**config.mk**
```make
export PLATFORM = sky130hd
export DESIGN_NAME = ordered_list_insert_find_delete_core
export DESIGN_NICKNAME = d
export VERILOG_FILES = /design/src/hw/rtl/olist_pkg.sv /design/src/hw/rtl/olist_cell.sv /design/src/hw/rtl/ordered_list_insert_find_delete_core.sv
export SDC_FILE = /design/constraint.sdc
export NUM_CORES = 1
export LEC_CHECK = 0
export BUFFER_PORTS_ARGS = -buffer_cell sky130_fd_sc_hd__clkbuf_2
export CORE_MARGIN = 3
export CORE_UTILIZATION = 65
export DETAILED_ROUTE_END_ITERATION = 8
export GPL_TIMING_DRIVEN = 0
export PLACE_DENSITY = 0.82
export SETUP_SLACK_MARGIN = 0.2
export SYNTH_ARGS = -nofsm -noshare
export SYNTH_HDL_FRONTEND = slang
export SYNTH_SLANG_ARGS = --single-unit
```
**constraint.sdc**
```tcl
create_clock -name clk -period 8.2 [get_ports clk]
set_clock_uncertainty 0.1 [all_clocks]
set_input_delay 0.41 -clock clk [delete_from_list [all_inputs] [get_ports clk]]
set_output_delay 0.41 -clock clk [all_outputs]
set_load 0.03 [all_outputs]
```
**src/hw/rtl/olist_pkg.sv**
```systemverilog
`default_nettype none

package olist_pkg;

  // list depth, the widths that follow from it, and the value width
  localparam int CAPACITY = 16;
  localparam int POS_W    = $clog2(CAPACITY);
  localparam int CNT_W    = $clog2(CAPACITY + 1);
  localparam int VAL_W    = 32;

  // request codes
  typedef enum logic [1:0] {
    FN_INS_FRONT = 2'd0,
    FN_INS_BACK  = 2'd1,
    FN_FIND      = 2'd2,
    FN_DELETE    = 2'd3
  } func_t;

  // result status codes
  typedef enum logic [1:0] {
    ST_OK      = 2'd0,
    ST_FULL    = 2'd1,
    ST_EMPTY   = 2'd2,
    ST_MISSING = 2'd3
  } status_t;

  // where a cell takes its next value from
  typedef enum logic [1:0] {
    SEL_HOLD = 2'd0,
    SEL_PREV = 2'd1,
    SEL_NEXT = 2'd2,
    SEL_IN   = 2'd3
  } cell_sel_t;

  // per-cell control from the list controller
  typedef struct packed {
    cell_sel_t sel;
    logic      occupied;
  } cell_ctl_t;

endpackage

`default_nettype wire

```
**src/hw/rtl/olist_cell.sv**
```systemverilog
`default_nettype none

module olist_cell (
  input  wire logic                                     clk,
  input  wire olist_pkg::cell_ctl_t                     ctl,
  input  wire logic signed [olist_pkg::VAL_W-1:0]       in_value,
  input  wire logic signed [olist_pkg::VAL_W-1:0]       prev_value,
  input  wire logic signed [olist_pkg::VAL_W-1:0]       next_value,
  output logic signed [olist_pkg::VAL_W-1:0]            value,
  output logic                                          match
);

  logic signed [olist_pkg::VAL_W-1:0] val_r;
  logic signed [olist_pkg::VAL_W-1:0] val_nxt;

  // compare against the request value, only when the slot holds an entry
  assign match = ctl.occupied && (val_r == in_value);
  assign value = val_r;

  // pick the next content of this slot
  always_comb begin
    unique case (ctl.sel)
      olist_pkg::SEL_HOLD: val_nxt = val_r;
      olist_pkg::SEL_PREV: val_nxt = prev_value;
      olist_pkg::SEL_NEXT: val_nxt = next_value;
      olist_pkg::SEL_IN:   val_nxt = in_value;
      default:             val_nxt = val_r;
    endcase
  end

  // entry storage, no reset needed
  always_ff @(posedge clk) begin
    val_r <= val_nxt;
  end

endmodule

`default_nettype wire

```
**src/hw/rtl/ordered_list_insert_find_delete_core.sv**
```systemverilog
`default_nettype none

// channel   direction  ports                                   handshake
// in        input      in_func, in_value                       in_valid / in_ready
// out       output     out_status, out_found, out_position,    out_valid / out_ready
//                      out_count
//
// one request per cycle: all cells compare in parallel and shift one slot
// toward their neighbor in the same cycle, and the result register is
// loaded on acceptance. reset (synchronous, rst_n low) clears the entry count
// and the result valid; entry contents need no clearing. a held result only
// stalls input when out_ready is low, since in_ready = !out_valid || out_ready.

module ordered_list_insert_find_delete_core (
  input  wire logic                                  clk,
  input  wire logic                                  rst_n,
  input  wire logic                                  in_valid,
  output logic                                       in_ready,
  input  wire logic [1:0]                            in_func,
  input  wire logic signed [olist_pkg::VAL_W-1:0]    in_value,
  output logic                                       out_valid,
  input  wire logic                                  out_ready,
  output logic [1:0]                                 out_status,
  output logic                                       out_found,
  output logic [olist_pkg::POS_W-1:0]                out_position,
  output logic [olist_pkg::CNT_W-1:0]                out_count
);

  localparam int CAP = olist_pkg::CAPACITY;

  logic                             accept;
  olist_pkg::func_t                 func;
  logic [olist_pkg::CNT_W-1:0]      count_r;
  logic [olist_pkg::CNT_W-1:0]      count_nxt;
  logic                             full;
  logic                             empty;

  logic [CAP-1:0]                   match_v;
  logic [CAP-1:0]                   earlier_v;
  logic [CAP-1:0]                   seen_v;
  logic [CAP-1:0]                   first_v;
  logic [CAP-1:0]                   occ_v;
  logic                             any_match;
  logic [olist_pkg::POS_W-1:0]      match_pos;

  olist_pkg::cell_ctl_t             ctl_v [CAP];
  logic signed [olist_pkg::VAL_W-1:0] cell_val [CAP];

  logic                             out_valid_r;
  olist_pkg::status_t               status_r;
  olist_pkg::status_t               status_nxt;
  logic                             found_r;
  logic                             found_nxt;
  logic [olist_pkg::POS_W-1:0]      pos_r;
  logic [olist_pkg::POS_W-1:0]      pos_nxt;
  logic [olist_pkg::CNT_W-1:0]      cnt_out_r;

  // handshake
  assign in_ready  = !out_valid_r || out_ready;
  assign accept    = in_valid && in_ready;
  assign func      = olist_pkg::func_t'(in_func);
  assign full      = (count_r == olist_pkg::CNT_W'(CAP));
  assign empty     = (count_r == '0);

  // cell row with neighbor links
  for (genvar i = 0; i < CAP; i++) begin : g_cell
    logic signed [olist_pkg::VAL_W-1:0] prev_v;
    logic signed [olist_pkg::VAL_W-1:0] next_v;

    if (i == 0) begin : g_head
      assign prev_v = in_value;
    end else begin : g_mid_p
      assign prev_v = cell_val[i-1];
    end

    if (i == CAP - 1) begin : g_tail
      assign next_v = cell_val[i];
    end else begin : g_mid_n
      assign next_v = cell_val[i+1];
    end

    assign occ_v[i] = (olist_pkg::CNT_W'(i) < count_r);

    // matches in front of this slot, and at or in front of it
    assign earlier_v[i] = |(match_v & ({CAP{1'b1}} >> (CAP - i)));
    assign seen_v[i]    = earlier_v[i] | match_v[i];
    assign first_v[i]   = match_v[i] & ~earlier_v[i];

    olist_cell u_cell (
      .clk        (clk),
      .ctl        (ctl_v[i]),
      .in_value   (in_value),
      .prev_value (prev_v),
      .next_value (next_v),
      .value      (cell_val[i]),
      .match      (match_v[i])
    );
  end

  assign any_match = |match_v;

  // position of the first match
  always_comb begin
    match_pos = '0;
    for (int i = 0; i < CAP; i++) begin
      if (first_v[i]) begin
        match_pos = match_pos | olist_pkg::POS_W'(i);
      end
    end
  end

  // per-cell moves for the accepted request
  always_comb begin
    for (int i = 0; i < CAP; i++) begin
      ctl_v[i].occupied = occ_v[i];
      ctl_v[i].sel      = olist_pkg::SEL_HOLD;
      if (accept) begin
        unique case (func)
          olist_pkg::FN_INS_FRONT: begin
            if (!full) ctl_v[i].sel = olist_pkg::SEL_PREV;
          end
          olist_pkg::FN_INS_BACK: begin
            if (!full && (olist_pkg::CNT_W'(i) == count_r)) ctl_v[i].sel = olist_pkg::SEL_IN;
          end
          olist_pkg::FN_FIND: begin
            ctl_v[i].sel = olist_pkg::SEL_HOLD;
          end
          olist_pkg::FN_DELETE: begin
            // close the gap: slots from the match up to the last but one
            if (seen_v[i] && (olist_pkg::CNT_W'(i + 1) < count_r)) begin
              ctl_v[i].sel = olist_pkg::SEL_NEXT;
            end
          end
          default: ctl_v[i].sel = olist_pkg::SEL_HOLD;
        endcase
      end
    end
  end

  // result fields and new count
  always_comb begin
    status_nxt = olist_pkg::ST_OK;
    found_nxt  = 1'b0;
    pos_nxt    = '0;
    count_nxt  = count_r;
    unique case (func)
      olist_pkg::FN_INS_FRONT, olist_pkg::FN_INS_BACK: begin
        if (full) status_nxt = olist_pkg::ST_FULL;
        else count_nxt = count_r + olist_pkg::CNT_W'(1);
      end
      olist_pkg::FN_FIND: begin
        if (any_match) begin
          found_nxt = 1'b1;
          pos_nxt   = match_pos;
        end else begin
          status_nxt = olist_pkg::ST_MISSING;
        end
      end
      olist_pkg::FN_DELETE: begin
        if (empty) begin
          status_nxt = olist_pkg::ST_EMPTY;
        end else if (any_match) begin
          found_nxt = 1'b1;
          pos_nxt   = match_pos;
          count_nxt = count_r - olist_pkg::CNT_W'(1);
        end else begin
          status_nxt = olist_pkg::ST_MISSING;
        end
      end
      default: status_nxt = olist_pkg::ST_OK;
    endcase
  end

  // control state
  always_ff @(posedge clk) begin
    if (!rst_n) begin
      count_r     <= '0;
      out_valid_r <= 1'b0;
    end else begin
      if (accept) count_r <= count_nxt;
      if (accept) out_valid_r <= 1'b1;
      else if (out_ready) out_valid_r <= 1'b0;
    end
  end

  // result beat register
  always_ff @(posedge clk) begin
    if (accept) begin
      status_r  <= status_nxt;
      found_r   <= found_nxt;
      pos_r     <= pos_nxt;
      cnt_out_r <= count_nxt;
    end
  end

  assign out_valid    = out_valid_r;
  assign out_status   = status_r;
  assign out_found    = found_r;
  assign out_position = pos_r;
  assign out_count    = cnt_out_r;

endmodule

`default_nettype wire

```
==> reports/summary.txt <==
Status -> complete, no violations
Async set or reset register ratio after synthesis -> 0%
TritonCTS clock tree -> yes
Critical Path Start -> in_value[4]
Cells after Synth -> 2,901
GRT Util Overall -> 44.3%
Final Wtd Congestion -> 1.08
Cell area after synthesis -> 0.0341 mm²
Cell Count, Final, Fillers Out -> 3,720
Reg area -> 0.0159 mm²
Root Driver -> clkbuf_16
Critical path data required time -> 8360 ps
FILL cells -> 3,625
Met1 usage -> 62.4%
FF-to-FF End -> g_cell[14].u_cell.value[25]
Post-Syn Nets -> 2,944
Relative slew slack -> 5.44%
HP Class -> input port to flop
R2r setup slk -> 1920 ps
Vias in the first global route -> 25,100
RSZ-0062 raised after global routing -> no
EDFF count, synth -> 524
Power per cell area -> 182 mW/mm²
Startpoint types -> input port
Hpwl dp -> 98.6 mm
Path type of the worst setup path -> input port to flop
DR iter-0 viols -> 4,707
Synth top area share -> 46.1%
Synth unique cells -> 52
Period minus WS final -> 6350 ps
Cell with the most instances after synthesis -> mux2_2
Synth cell count leaders -> mux2_2, edfxtp_1, xor2_1
R2R cell count -> 10
Die height -> 235 µm
Final Hold Viols -> 0
Synth area leaders -> edfxtp_1, mux2_2, xor2_1
Min-delay src -> out_ready
Final slew viol count -> 0
Leak -> 0.0130 µW
Vias per std cell -> 7.14
Total die area -> 0.0553 mm²
Placed insts -> 3,605
Die X -> 235 µm
FF-to-FF Start -> g_cell[7].u_cell.value[19]
CTS Sinks -> 530
IO Count -> 52
Clock-pin transition on the worst setup and hold timing paths -> 60 ps
Residual DRC -> 0
Area growth, synth to finish -> 8.92%
Worst hold margin -> 22.9 ps
Wire per inst -> 34.0 µm
CTS H-tree lvls -> 2
IO buf count -> 19
Rows -> 83
Fmax -> 157 MHz
Synth area leader -> edfxtp_1
Global-route wire length before repair -> 178 mm
FF+latch count, synth -> 530
Most common flop cell mapped by yosys -> edfxtp_1
GR Layer Usage met2 -> 63.2%
Total wire length -> 126 mm
YS warnings -> 0
Worst Max-Slew Pin Slew -> 1420 ps
GRT busiest layer -> met2
Postcts setup bufs -> 0
Initial antenna violation count -> 8
Crit path to -> g_cell[14].u_cell.value[25]
Worst VDD drop -> 0.000156 V
Layout cells sized above 1 -> 25.4%
Met3 usage -> 18.9%
Fin nets -> 3,032
MaxCap Viol Count -> 0
Count of final setup violators -> 0
CP endpoint kind -> flop
Share of the clock period used by the worst path after layout -> 77.5%
Multi-input combinational cell area -> 0.0171 mm²
Post-cts resize count -> 0
Total power -> 6750 µW
Syn Area/Cell -> 11.8 µm²
Worst-path fanout max -> 32
Drt pass-1 iters -> 7
Initial Util -> 66.1%
Worst-Skew Late Latency -> 670 ps
Vias -> 26,600
Core area -> 0.0516 mm²
Global route overflow -> 0
Arrival time worst endpoint -> 6520 ps
Pin count of the biggest net entering global routing -> 33
CTS buffer count -> 59
Final antenna-violating net count -> 0
Seq/Total Area, Yosys -> 46.5%
CTS max path bufs -> 3
Final setup TNS -> 0 ps
## cells by family (layout without fill, tap and decap cells)
group                      after synthesis  after routing  synth area share, %
adders and majority gates                5              5                0.183
buffers and inverters                  277            415                 3.46
DFF                                    530            530                 46.5
and+or+nand+nor                        519            519                 7.43
other                                    0              1                    0
AOI/OAI and AO/OA                      287            287                 4.55
xor gates and xnor gates               514            514                 13.2
muxes                                  769            769                 24.7
## power by group
group | switching (µW) | internal, µW
sequential | 82.3 | 3070
clock | 1190 | 1540
combinational | 584 | 285
## layout by cell type, fill, tap and decap left out, drive strengths merged, types with 3 or more instances in the layout
| cell | n |
|---|---|
| a21boi | 5 |
| nor3 | 25 |
| and3 | 6 |
| a31oi | 3 |
| or4 | 3 |
| a32oi | 3 |
| nand2 | 111 |
| xnor2 | 142 |
| nand2b | 7 |
| dfxtp | 6 |
| xor2 | 372 |
| clkinv | 32 |
| o21bai | 4 |
| nor4 | 101 |
| inv | 15 |
| a211oi | 5 |
| buf | 113 |
| edfxtp | 524 |
| clkbuf | 246 |
| or2 | 7 |
| and4 | 3 |
| o211ai | 3 |
| mux2i | 192 |
| nand4 | 59 |
| bufinv | 7 |
| and2 | 5 |
| or3 | 7 |
| a21o | 3 |
| nor2 | 160 |
| o21ai | 90 |
| a21oi | 161 |
| nand3 | 21 |
| mux2 | 577 |
| ha | 5 |
## per-stage QoR
step | setup slack (ps) | utilization [%] | cell area [µm²]
2_1_floorplan | 3450 | - | 34100
6_report | 1850 | 72.0 | 37100
3_3_place_gp | 706 | 67.9 | 35000
4_1_cts | 2040 | 71.9 | 37100
3_5_place_dp | 1740 | 68.2 | 35200
5_1_grt | 1970 | 72.0 | 37100
## critical path: stages
cell and delay [ps]:
clkbuf_1 290, buf_2 420, buf_2 330, xnor2_1 310, nand4_1 310, nor4_1 950
nand4_1 350, and4_1 340, nand4_1 220, o211ai_1 120, a21oi_1 970, buf_2 560
or2_2 880
## flip-flops by register name, summed over array words and instances, names as in the netlist
signal / flops
out_count: 5
g_cell.u_cell.value: 512
out_position: 4
out_status: 2
out_valid: 1
out_found: 1
count_r: 5
## how the worst min path moves through the flow
stage / cells past startpoint / to / slack [ps]
finish: 3 / out_valid / 20
floorplan: 1 / count_r[1] / 440
detailed placement: 2 / out_valid / 470
CTS: 3 / out_valid / 40
global route: 3 / out_valid / 50
global placement: 2 / out_valid / 420
## repair_timing
item | CTS | global route
hold buffers | 2 | 0
setup endpoints to repair | 0 | 0
endpoints found under the hold margin | 4 | 0
## layout make-up
| cell class | instances | area share [%] |
|---|---|---|
| Timing Repair Buffer | 27 | 0.573 |
| Tap cell | 680 | 2.29 |
| Clock buffer | 71 | 4.10 |
| Antenna cell | 1 | 0.00674 |
| Inverter | 14 | 0.141 |
| Multi-Input combinational cell | 2094 | 46.2 |
| Sequential cell | 530 | 42.7 |
| Buffer | 263 | 3.03 |
| Clock inverter | 40 | 1.02 |
## metal layers
metal,vias to the layer above,routed length [µm]
met5,-,135
met4,12,3400
met3,301,21600
met2,2312,52900
met1,13200,48300
li1,10800,-
Note: power is estimated with default switching activity, not from simulation.
